[src/lsd_pkg.sv]
// ----------------------------------------------------------------------------
// lsd_pkg
// Types and constants shared by the line sensor hysteresis/debounce block.
// ----------------------------------------------------------------------------
package lsd_pkg;

  localparam int LANES         = 4;
  localparam int SAMPLE_BITS   = 10;
  localparam int MARGIN_BITS   = 9;
  localparam int DEBOUNCE_BITS = 8;
  localparam int SUM_BITS      = SAMPLE_BITS + 1;
  localparam int CFG_IDX_BITS  = 3;
  localparam int CFG_DATA_BITS = SAMPLE_BITS;

  // register map
  localparam logic [CFG_IDX_BITS-1:0] REG_THRESH0  = 3'd0;
  localparam logic [CFG_IDX_BITS-1:0] REG_MARGIN   = 3'd4;
  localparam logic [CFG_IDX_BITS-1:0] REG_DEBOUNCE = 3'd5;
  localparam logic [CFG_IDX_BITS-1:0] REG_INVERT   = 3'd6;

  localparam logic [SAMPLE_BITS-1:0]   THRESH_RESET   = 10'd512;
  localparam logic [MARGIN_BITS-1:0]   MARGIN_RESET   = 9'd20;
  localparam logic [DEBOUNCE_BITS-1:0] DEBOUNCE_RESET = 8'd3;
  localparam logic [LANES-1:0]         INVERT_RESET   = 4'd0;

  typedef logic [SAMPLE_BITS-1:0]   sample_t;
  typedef logic [MARGIN_BITS-1:0]   margin_t;
  typedef logic [DEBOUNCE_BITS-1:0] debounce_t;

  typedef struct packed {
    sample_t sample_lane0;
    sample_t sample_lane1;
    sample_t sample_lane2;
    sample_t sample_lane3;
  } sweep_t;

  typedef struct packed {
    logic [LANES-1:0] stable_bits;
    logic [LANES-1:0] threshold_bits;
    logic [LANES-1:0] hysteresis_bits;
  } result_t;

  typedef struct packed {
    logic stable;
    logic thresh;
    logic hyst;
  } lane_flags_t;

endpackage

[src/lsd_lane.sv]
// ----------------------------------------------------------------------------
// lsd_lane
// One sensor lane: threshold compare, hysteresis band and debounce counter.
// ----------------------------------------------------------------------------
module lsd_lane #(
  parameter int COUNT_BITS = 8
) (
  input  logic                  clk,
  input  logic                  rst,
  input  logic                  fire,
  input  lsd_pkg::sample_t      sample,
  input  lsd_pkg::sample_t      thresh,
  input  lsd_pkg::margin_t      margin,
  input  lsd_pkg::debounce_t    debounce_reads,
  input  logic                  invert,
  output lsd_pkg::lane_flags_t  flags
);
  import lsd_pkg::*;

  localparam int CMP_BITS = (COUNT_BITS > DEBOUNCE_BITS) ? COUNT_BITS : DEBOUNCE_BITS;
  localparam logic [COUNT_BITS-1:0] COUNT_MAX = {COUNT_BITS{1'b1}};

  logic                  hyst_mem;
  logic                  committed;
  logic                  candidate;
  logic [COUNT_BITS-1:0] count;

  logic                  hyst_mem_next;
  logic                  committed_next;
  logic                  candidate_next;
  logic [COUNT_BITS-1:0] count_next;

  logic [SUM_BITS-1:0]   s_wide;
  logic [SUM_BITS-1:0]   t_wide;
  logic [SUM_BITS-1:0]   m_wide;
  logic                  det;
  logic                  set_hit;
  logic                  clr_hit;
  logic                  hb;
  logic [COUNT_BITS-1:0] count_inc;
  logic                  commit;

  assign s_wide = SUM_BITS'(sample);
  assign t_wide = SUM_BITS'(thresh);
  assign m_wide = SUM_BITS'(margin);

  assign det     = (sample >= thresh);
  assign set_hit = (s_wide >= t_wide + m_wide);
  // s < t - m, rearranged to stay unsigned
  assign clr_hit = (s_wide + m_wide < t_wide);

  assign hyst_mem_next = set_hit ? 1'b1 : (clr_hit ? 1'b0 : hyst_mem);
  assign hb            = hyst_mem_next ^ invert;

  assign count_inc = (count != COUNT_MAX) ? count + 1'b1 : count;
  assign commit    = (CMP_BITS'(count_inc) >= CMP_BITS'(debounce_reads)) ||
                     (count_inc == COUNT_MAX);

  always_comb begin
    committed_next = committed;
    candidate_next = candidate;
    count_next     = count;
    priority if (hb == committed) begin
      candidate_next = committed;
      count_next     = '0;
    end else if (hb == candidate) begin
      if (commit) begin
        committed_next = candidate;
        count_next     = '0;
      end else begin
        count_next = count_inc;
      end
    end else begin
      candidate_next = hb;
      count_next     = COUNT_BITS'(1);
    end
  end

  always_ff @(posedge clk) begin
    if (rst) begin
      hyst_mem  <= 1'b0;
      committed <= 1'b0;
      candidate <= 1'b0;
      count     <= '0;
    end else if (fire) begin
      hyst_mem  <= hyst_mem_next;
      committed <= committed_next;
      candidate <= candidate_next;
      count     <= count_next;
    end
  end

  assign flags.stable = committed_next;
  assign flags.thresh = det ^ invert;
  assign flags.hyst   = hb;

endmodule

[src/lsd_merge.sv]
// ----------------------------------------------------------------------------
// lsd_merge
// Gathers lane flags into one result beat; output register plus skid stage.
// ----------------------------------------------------------------------------
module lsd_merge (
  input  logic                                      clk,
  input  logic                                      rst,
  input  logic                                      fire,
  input  lsd_pkg::lane_flags_t [lsd_pkg::LANES-1:0] flags,
  output logic                                      busy,
  output logic                                      result_valid,
  input  logic                                      result_stall,
  output lsd_pkg::result_t                          result
);
  import lsd_pkg::*;

  result_t merged;
  result_t out_data;
  result_t skid_data;
  logic    out_valid;
  logic    skid_valid;
  logic    out_free;

  always_comb begin
    for (int i = 0; i < LANES; i++) begin
      merged.stable_bits[i]     = flags[i].stable;
      merged.threshold_bits[i]  = flags[i].thresh;
      merged.hysteresis_bits[i] = flags[i].hyst;
    end
  end

  assign out_free = !out_valid || !result_stall;

  always_ff @(posedge clk) begin
    if (rst) begin
      out_valid  <= 1'b0;
      skid_valid <= 1'b0;
    end else if (out_free) begin
      out_valid  <= skid_valid || fire;
      skid_valid <= 1'b0;
    end else if (fire) begin
      skid_valid <= 1'b1;
    end
  end

  always_ff @(posedge clk) begin
    if (out_free) begin
      out_data <= skid_valid ? skid_data : merged;
    end
    if (!out_free && fire) begin
      skid_data <= merged;
    end
  end

  assign busy         = skid_valid;
  assign result_valid = out_valid;
  assign result       = out_data;

endmodule

[src/line_sensor_hysteresis_debounce.sv]
// ----------------------------------------------------------------------------
// line_sensor_hysteresis_debounce
// Four-lane line sensor filter: threshold, hysteresis and debounced bits.
// ----------------------------------------------------------------------------
// Usage:
//   sample channel: one beat is one sweep of four 10-bit samples; it is taken
//   at a clock edge with sample_valid high and sample_stall low.
//   result channel: one beat per sweep carrying stable, threshold and
//   hysteresis bits per lane; taken when result_valid is high and
//   result_stall is low.
//   cfg port: cfg_write with cfg_index/cfg_data writes a register at once;
//   write only while the block holds no pending beats.
// Result: each sweep's flags are registered, into the skid entry if stalled.
// Throughput: one sweep per cycle while sample_stall is low; every lane has
//   its own compare and debounce counter, so the lanes run in parallel.
// Stall: the result register plus one skid entry absorb a stalled receiver;
//   sample_stall rises once the skid entry is full and drops once drained.
// Reset: clears all lane state and loads the register defaults
//   (threshold 512, margin 20, three reads, no inversion).
// ----------------------------------------------------------------------------
module line_sensor_hysteresis_debounce #(
  parameter int COUNT_BITS = 8
) (
  input  logic                                clk,
  input  logic                                rst,
  input  logic                                sample_valid,
  output logic                                sample_stall,
  input  lsd_pkg::sweep_t                     sample,
  output logic                                result_valid,
  input  logic                                result_stall,
  output lsd_pkg::result_t                    result,
  input  logic                                cfg_write,
  input  logic [lsd_pkg::CFG_IDX_BITS-1:0]    cfg_index,
  input  logic [lsd_pkg::CFG_DATA_BITS-1:0]   cfg_data
);
  import lsd_pkg::*;

  sample_t     thresh [LANES];
  margin_t     margin;
  debounce_t   debounce_reads;
  logic [LANES-1:0] invert_mask;

  sample_t     samples [LANES];
  lane_flags_t [LANES-1:0] flags;
  logic        fire;
  logic        busy;

  assign fire         = sample_valid && !sample_stall;
  assign sample_stall = busy;

  assign samples[0] = sample.sample_lane0;
  assign samples[1] = sample.sample_lane1;
  assign samples[2] = sample.sample_lane2;
  assign samples[3] = sample.sample_lane3;

  always_ff @(posedge clk) begin
    if (rst) begin
      for (int i = 0; i < LANES; i++) begin
        thresh[i] <= THRESH_RESET;
      end
      margin         <= MARGIN_RESET;
      debounce_reads <= DEBOUNCE_RESET;
      invert_mask    <= INVERT_RESET;
    end else if (cfg_write) begin
      for (int i = 0; i < LANES; i++) begin
        if (cfg_index == REG_THRESH0 + CFG_IDX_BITS'(i)) begin
          thresh[i] <= cfg_data[SAMPLE_BITS-1:0];
        end
      end
      if (cfg_index == REG_MARGIN) begin
        margin <= cfg_data[MARGIN_BITS-1:0];
      end
      if (cfg_index == REG_DEBOUNCE) begin
        debounce_reads <= cfg_data[DEBOUNCE_BITS-1:0];
      end
      if (cfg_index == REG_INVERT) begin
        invert_mask <= cfg_data[LANES-1:0];
      end
    end
  end

  for (genvar g = 0; g < LANES; g++) begin : g_lane
    lsd_lane #(
      .COUNT_BITS (COUNT_BITS)
    ) u_lane (
      .clk            (clk),
      .rst            (rst),
      .fire           (fire),
      .sample         (samples[g]),
      .thresh         (thresh[g]),
      .margin         (margin),
      .debounce_reads (debounce_reads),
      .invert         (invert_mask[g]),
      .flags          (flags[g])
    );
  end

  lsd_merge u_merge (
    .clk          (clk),
    .rst          (rst),
    .fire         (fire),
    .flags        (flags),
    .busy         (busy),
    .result_valid (result_valid),
    .result_stall (result_stall),
    .result       (result)
  );

  // skid entry only fills behind a held result
  a_stall_needs_result: assert property (@(posedge clk) disable iff (rst)
    sample_stall |-> result_valid)
    else $error("sample_stall without a pending result beat");

  a_fire_gives_result: assert property (@(posedge clk) disable iff (rst)
    fire |=> result_valid)
    else $error("accepted sweep produced no result beat");

  a_stall_cause: assert property (@(posedge clk) disable iff (rst)
    $rose(sample_stall) |-> $past(result_valid && result_stall && fire))
    else $error("sample_stall rose without a stalled result and a new sweep");

endmodule
[config.mk]
export PLATFORM = sky130hd
export DESIGN_NAME = line_sensor_hysteresis_debounce
export DESIGN_NICKNAME = d
export VERILOG_FILES = /design/src/lsd_pkg.sv /design/src/lsd_lane.sv /design/src/lsd_merge.sv /design/src/line_sensor_hysteresis_debounce.sv
export SDC_FILE = /design/constraint.sdc
export NUM_CORES = 1
export LEC_CHECK = 0
export ABC_AREA = 1
export BUFFER_PORTS_ARGS = -buffer_cell sky130_fd_sc_hd__buf_2
export CAP_MARGIN = 30
export CORE_MARGIN = 4
export CORE_UTILIZATION = 49
export CTS_BUF_LIST = sky130_fd_sc_hd__clkbuf_16
export CTS_CLUSTER_SIZE = 12
export DETAILED_ROUTE_END_ITERATION = 8
export PLACE_DENSITY = 0.64
export SKIP_CTS_REPAIR_TIMING = 1
export SYNTH_ARGS = -nofsm -noshare
export SYNTH_HDL_FRONTEND = slang
export SYNTH_HIERARCHICAL = 1
export SYNTH_SLANG_ARGS = --single-unit
[constraint.sdc]
create_clock -name clk -period 6.54 [get_ports clk]
set_input_delay 1.635 -clock clk [delete_from_list [all_inputs] [get_ports clk]]
set_output_delay 1.635 -clock clk [all_outputs]
set_load 0.005 [all_outputs]
==> flow_summary_export.csv, run 1 <==
group,metric,value,unit
worst_setup_path,timing.rr.start,"margin[1]$_SDFFE_PP0P_",
detailed_routing,dr.pass1.iters,5,
global_routing,use_met1,30.4,%
final_layout,postLayoutCellArea,14200,µm²
worst_setup_path,slowest_delay,0.37,ns
clock_network,clk_latency,0.42,ns
worst_setup_path,critical_path.startpoint_type,"primary input",
logic_synthesis,ys_ff_latch,131,
worst_setup_path,rrSetupSlack,1.95,ns
timing,clock_skew,0.00734,ns
timing,hold_viol,0,
clock_network,cts_root_buffer,"clkbuf_16",
hold_path,min_to,"u_merge/busy$_SDFFE_PP0P_",
die,core_area,26000,µm²
power,leakagePower,7.25,nW
power,finalPower,2.97,mW
timing,hold_ws,0.508,ns
final_layout,final-instance-count-excl-fill,2184,
timing,setup_viol,0,
logic_synthesis,synth_top_cell_area_share,22.5,%
worst_setup_path,crit_slowest_cell,"ha_1",
timing,fin_setup_tns,0,ns
hold_path,holdPathStages,2,
die,die_y,170,µm
worst_setup_path,critPathKind,"in2reg",
logic_synthesis,ys_seq_area_share,25.2,%
detailed_routing,via_per_inst,5.23,
hold_path,hold_start,"u_merge/result_valid$_SDFFE_PP0P_",
timing,rsz0062_at_grt,"no",
logic_synthesis,syn_area,12900,µm²
clock_network,clk_path_buf_depth,2,
detailed_routing,drtIter0Drc,720,
detailed_routing,routed_wl,32300,µm
clock_network,cts_tree,"yes",
clock_network,cts_buffers,17,
die,rows,59,
clock_network,cts.reportedPaths.clkPinSlew,0.06,ns
global_routing,grt_pass1_wl,52400,µm
final_layout,nFillCells,2523,
final_layout,syn2layout_area_growth,9.91,%
logic_synthesis,synth.net_count,2059,
worst_setup_path,cp_common_cell,"nand2_1",
timing,finalMaxSlewViolations,0,
worst_setup_path,worstPathBufferInverterCount,4,
worst_setup_path,cp.arrival,5.18,ns
final_layout,final_nets,2132,
global_routing,gr-total-overflow,0,
global_routing,grt_usage,22.4,%
timing,fmaxAchievable,199,MHz
power,power_density,209,nW/µm²
flow_run,drv_cap,0,
global_routing,grt_pass1_vias,10747,
global_routing,gr-usage-met3,2.90,%
timing,post-route-period-util,76.8,%
logic_synthesis,synth_common_cells,"419 x nand2_1, 236 x inv_1, 232 x ha_1",
logic_synthesis,yosysUniqueCellTypes,37,
detailed_routing,ant_nets,0,
final_layout,drive_above_1_share,8.07,%
placed_design,port_buffers,71,
detailed_routing,drcViolationCount,0,
timing,tightest_slew,1.01,ns
die,die_w,170,µm
run_status,status,"complete, no violations",
placed_design,post_dp_cell_area,13600,µm²
die,initial_core_util,49.7,%
clock_network,htreeDepth,4,
worst_setup_path,r2r_cells,27,
detailed_routing,post_drt_wl_per_cell,14.8,µm
logic_synthesis,syn_inst,1761,
logic_synthesis,synthFlopType,"dfxtp_1",
placed_design,gp_congestion,0.877,
logic_synthesis,synth.most_common_cell,"nand2_1",
placed_design,dpl.hpwl,25400,µm
worst_setup_path,cp_max_fo,7,
worst_setup_path,crit_path_end_kind,"flip-flop",
clock_network,cts_sinks,131,
logic_synthesis,synth.area.top_cells,"ha_1 22%, edfxtp_1 15%, nand2_1 12%, dfxtp_1 10%, inv_1 6.9%",
timing,maxSlewHeadroom,32.4,%
timing,fin_crit,5.02,ns
hold_path,min_path_type,"reg2reg",
global_routing,antenna_found_initial,2,
logic_synthesis,ys_warn_count,6,
global_routing,grt_use_met2,37.2,%
logic_synthesis,synth_edf_count,64,
worst_setup_path,r2r_end,"u_merge/result[8]$_DFFE_PP_",
logic_synthesis,synth_top_area_cell,"ha_1",
die,ios,72,
worst_setup_path,cpLargestDelayFamily,"simple AND/OR/NAND/NOR gates",
detailed_routing,vias,11413,
placed_design,dp.cells,2150,
logic_synthesis,avgSynthCellArea,7.34,µm²
power,irDropWorstVdd,158,µV
worst_setup_path,critPathRequiredTime,6.70,ns
global_routing,grt-busiest-layer,"met2",
logic_synthesis,async_flop_share,0,%
global_routing,grt_max_degree,56,
die,dieArea,29000,µm²
==> worst register-to-register path, cell delays in order, from the launching register on <==
cell,delay [ns]
dfxtp_1,0.99
ha_1,0.39
nand3_1,0.08
nand2_1,0.08
a21oi_1,0.13
inv_1,0.06
a21oi_1,0.19
o21ai_0,0.16
nand2_1,0.09
nand2_1,0.06
a21oi_1,0.16
xnor2_1,0.09
ha_1,0.18
a31oi_1,0.14
nand2_1,0.06
a21oi_1,0.12
nand2_1,0.13
nand2_1,0.13
nand2_1,0.10
nand2_1,0.11
nand2_1,0.11
ha_1,0.28
inv_1,0.16
nand3_1,0.11
nand2_1,0.08
nand2_1,0.06
inv_1,0.05
o21ai_1,0.05
==> cell families (layout without fill, tap and decap cells) <==
kind of cell,count (synthesis),after routing,synth area share (%)
AOI/OAI and AO/OA,253,253,10.6
xor gates and xnor gates,88,88,5.96
adders and majority gates,240,240,23.7
buffers and inverters,268,354,8.41
DFF,131,131,25.2
muxes,4,4,0.310
other,0,2,0
and+or+nand+nor,777,777,25.7
==> layout make-up <==
type / count / area (µm²) / share of cell area, %
multi-input combinational: 1362 / 8580 / 60.4
sequential: 131 / 3260 / 23.0
clock buffer: 17 / 425 / 2.99
tap: 335 / 419 / 2.95
inverter: 246 / 923 / 6.50
clock inverter: 15 / 195 / 1.37
antenna: 2 / 5.00 / 0.0352
timing repair buffer: 76 / 393 / 2.77
==> layer usage <==
metal | wire length (µm) | share of wire (%) | up-vias
met3 | 1040 | 3.2 | 51
met2 | 14900 | 46 | 194
met5 | 0 | 0 | -
met4 | 837 | 2.6 | 0
li1 | - | - | 6019
met1 | 15600 | 48 | 5149
==> how the worst max path moves through the flow <==
stage               start                      endpoint  slack (ns)  depth (start not counted)
6_report       sample[32]   u_merge/result[8]$_DFFE_PP_        1.52                         28
5_1_grt        sample[32]   u_merge/result[8]$_DFFE_PP_        1.05                         28
4_1_cts        sample[32]   u_merge/result[8]$_DFFE_PP_        1.54                         28
3_5_place_dp   sample[32]   u_merge/result[8]$_DFFE_PP_        1.12                         28
3_3_place_gp   sample[32]   u_merge/result[8]$_DFFE_PP_        1.28                         28
2_1_floorplan   sample[2]  u_merge/result[11]$_DFFE_PP_        1.66                         28
==> where the power goes <==
| part | internal (mW) | leakage (nW) | total [mW] | switching (mW) |
|---|---|---|---|---|
| clock network | 0.610 | 0.291 | 0.997 | 0.387 |
| registers | 0.935 | 1.18 | 1.00 | 0.0655 |
| logic | 0.364 | 5.78 | 0.969 | 0.605 |
==> state kept, by name (all words and copies together), names as in the netlist <==
signal / count
u_merge/busy: 1
g_lane.u_lane/hyst_mem: 4
u_merge/result_valid: 1
g_lane.u_lane/candidate: 4
thresh: 40
g_lane.u_lane/count: 32
u_merge/skid_data: 12
invert_mask: 4
u_merge/result: 12
g_lane.u_lane/committed: 4
debounce_reads: 8
margin: 9
==> metrics by stage <==
| step | setup WS (ns) | utilization (%) |
|---|---|---|
| floorplan | 1.66 | - |
| global placement | 1.28 | 52.3 |
| detailed placement | 1.12 | 52.3 |
| CTS | 1.54 | 54.7 |
| global route | 1.05 | 54.7 |
| finish | 1.52 | 54.7 |
==> cell usage in the layout, fill, tap and decap left out, types with 5 or more instances in the layout <==
master     count
xor2_1        60
o21ai_1       20
o21ai_0       48
xnor2_1       28
inv_2          9
buf_4          5
a21oi_1      140
a31oi_1       12
edfxtp_1      64
nand4_1       40
o21ai_2        5
nand3_1       94
nand2_2       12
nor4_1         8
inv_1        236
buf_2         71
nand2_1      419
fa_1           8
a21o_1        12
dfxtp_1       67
ha_1         232
clkbuf_16     17
nor2_1       185
Power figures use the tool's default switching activity.
==> inputs of run 2 (changes only) <==
Settings changed: ABC_AREA 1 to 0.
Clock period 6.54 ns to 5.1 ns, I/O delays scaled along.
==> flow_summary_export.csv, run 2 <==
group,metric,value,unit
hold_path,min_to,"g_lane[1].u_lane/count[1]$_SDFFE_PP0P_",
logic_synthesis,synth.area.top_cells,"ha_1 21%, edfxtp_1 14%, dfxtp_1 9.8%, inv_1 3.9%, nor3_1 2.9%",
detailed_routing,ant_nets,0,
logic_synthesis,yosysUniqueCellTypes,84,
timing,fmaxAchievable,175,MHz
logic_synthesis,ys_seq_area_share,24.0,%
global_routing,grt_max_degree,40,
timing,hold_viol,0,
worst_setup_path,cp_max_fo,3,
placed_design,dp.cells,2108,
logic_synthesis,avgSynthCellArea,8.93,µm²
logic_synthesis,synth_edf_count,64,
timing,post-route-period-util,112,%
hold_path,hold_start,"g_lane[1].u_lane/count[1]$_SDFFE_PP0P_",
final_layout,top_register,"thresh",
clock_network,cts_tree,"yes",
logic_synthesis,synth_top_area_cell,"ha_1",
logic_synthesis,synth_common_cells,"232 x ha_1, 141 x inv_1, 88 x nand2_1",
logic_synthesis,async_flop_share,0,%
die,dieArea,30500,µm²
detailed_routing,dr.pass1.iters,5,
clock_network,htreeDepth,4,
clock_network,clk_path_buf_depth,2,
final_layout,final_common_cell,"ha_1",
worst_setup_path,critical_path.startpoint_type,"primary input",
die,die_y,175,µm
timing,setup_viol,40,
hold_path,min_path_type,"reg2reg",
clock_network,cts.reportedPaths.clkPinSlew,0.05,ns
global_routing,antenna_found_initial,1,
die,core_area,27200,µm²
worst_setup_path,critPathRequiredTime,5.45,ns
detailed_routing,drtIter0Drc,654,
run_status,violations,"setup timing",
final_layout,final_nets,2069,
die,rows,60,
timing,hold_ws,0.511,ns
worst_setup_path,timing.rr.start,"margin[1]$_SDFFE_PP0P_",
hold_path,holdPathStages,2,
timing,fin_crit,5.71,ns
detailed_routing,routed_wl,37000,µm
worst_setup_path,crit_path_end_kind,"flip-flop",
worst_setup_path,rrSetupSlack,-0.37,ns
clock_network,cts_buffers,17,
placed_design,port_buffers,71,
timing,tightest_slew,0.994,ns
flow_run,drv_cap,0,
timing,worst_slack,-0.612,ns
logic_synthesis,ys_warn_count,6,
timing,maxSlewHeadroom,33.6,%
detailed_routing,drcViolationCount,0,
run_status,status,"finished with violations",
final_layout,final-instance-count-excl-fill,2157,
worst_setup_path,r2r_cells,23,
global_routing,grt_pass1_wl,58900,µm
final_layout,drive_above_1_share,24.9,%
final_layout,top_regs,"thresh x40, g_lane.u_lane/count x32",
power,power_density,226,nW/µm²
worst_setup_path,r2r_end,"g_lane[3].u_lane/count[5]$_SDFFE_PP0P_",
final_layout,final_cell_mix,"220 x ha_1, 178 x buf_4, 144 x inv_1",
global_routing,gr-total-overflow,0,
placed_design,dpl.hpwl,29200,µm
logic_synthesis,synth.net_count,1824,
clock_network,cts_root_buffer,"clkbuf_16",
detailed_routing,vias,12358,
logic_synthesis,syn_inst,1526,
die,initial_core_util,50.1,%
final_layout,largest_reg_flops,40,
clock_network,cts_sinks,131,
worst_setup_path,cp.arrival,6.07,ns
logic_synthesis,synth_top_cell_area_share,21.3,%
timing,finalMaxSlewViolations,0,
power,irDropWorstVdd,228,µV
detailed_routing,post_drt_wl_per_cell,17.1,µm
logic_synthesis,ys_ff_latch,131,
worst_setup_path,critPathKind,"in2reg",
placed_design,gp_congestion,0.906,
logic_synthesis,synthFlopType,"dfxtp_1",
logic_synthesis,syn_area,13600,µm²
die,die_w,175,µm
global_routing,grt_usage,23.4,%
global_routing,grt_pass1_vias,11725,
timing,clock_skew,0.00955,ns
clock_network,clk_latency,0.42,ns
final_layout,syn2layout_area_growth,25.1,%
logic_synthesis,synth.most_common_cell,"ha_1",
timing,rsz0062_at_grt,"yes",
die,ios,72,
detailed_routing,via_per_inst,5.73,
power,leakagePower,7.67,nW
==> run 2: how the worst max path moves through the flow <==
stage / from / to / slack [ns] / cells past startpoint
global placement: sample[0] / g_lane[3].u_lane/count[3]$_SDFFE_PP0P_ / -1.01 / 21
floorplan: sample[11] / g_lane[2].u_lane/count[3]$_SDFFE_PP0P_ / -0.91 / 23
detailed placement: sample[10] / g_lane[2].u_lane/count[3]$_SDFFE_PP0P_ / -1.09 / 21
global route: sample[11] / g_lane[2].u_lane/count[3]$_SDFFE_PP0P_ / -0.84 / 24
CTS: sample[1] / g_lane[3].u_lane/count[3]$_SDFFE_PP0P_ / -0.67 / 24
finish: sample[11] / g_lane[2].u_lane/count[3]$_SDFFE_PP0P_ / -0.61 / 24
==> run 2: where the power goes <==
part	internal (mW)	switching (mW)
logic	0.687	0.695
registers	1.18	0.0638
clock network	0.764	0.467
total	2.63	1.23
==> run 2: per-layer routing <==
layer	global-route usage (%)	vias up	wire length (µm)
li1	-	6211	-
met1	32.4	5856	17600
met3	3.79	53	1590
met5	0	-	0
met2	37.8	238	16900
met4	6.61	0	937
==> run 2: cells by family (layout without fill, tap and decap cells) <==
| logic type | after synthesis | in the layout | share of synthesized area (%) |
|---|---|---|---|
| mux | 43 | 43 | 3.34 |
| buf+inv | 182 | 440 | 5.57 |
| flops | 131 | 131 | 24.0 |
| other cells | 0 | 1 | 0 |
| simple gates | 447 | 447 | 17.3 |
| xor+xnor | 72 | 72 | 5.03 |
| fa+ha+maj | 240 | 240 | 22.5 |
| compound gates | 411 | 411 | 22.4 |
==> run 2: final cells by class <==
cell class | instances | area, µm²
multi-input cells | 1213 | 10200
well taps | 372 | 465
repair buffers | 265 | 1960
inverters | 143 | 537
diodes | 1 | 2.50
clock inverters | 15 | 169
fillers | 2323 | 10100
clock buffers | 17 | 425
flip-flops and latches | 131 | 3260
==> run 2: metrics by stage <==
stage	TNS [ns]	cell area, µm²	util [%]	power, mW	worst slack (ns)
after global placement	-32.94	15900	58.3	2.50	-1.01
after global routing	-22.10	17000	62.7	4.09	-0.837
after floorplan	-22.48	13900	-	2.10	-0.910
after CTS	-16.15	16500	60.6	3.78	-0.675
after detailed placement	-36.47	15900	58.4	2.54	-1.09
final	-14.19	17000	62.7	3.85	-0.612
==> run 2: worst max-delay path, stage by stage <==
cell and delay [ns]:
buf_2 0.13, ha_1 0.28, a21o_1 0.16, a21oi_2 0.14
o21bai_1 0.10, a21oi_2 0.15, o21bai_1 0.10, a21oi_2 0.17
nor3_2 0.06, a311o_1 0.28, ha_1 0.30, and4_1 0.17
a221o_1 0.32, a21o_1 0.16, a31o_4 0.22, o21ai_4 0.17
a21o_1 0.16, and2_4 0.16, ha_4 0.19, or3_4 0.33
or4_1 0.40, a221o_1 0.35, a21oi_1 0.16, o22a_1 0.14
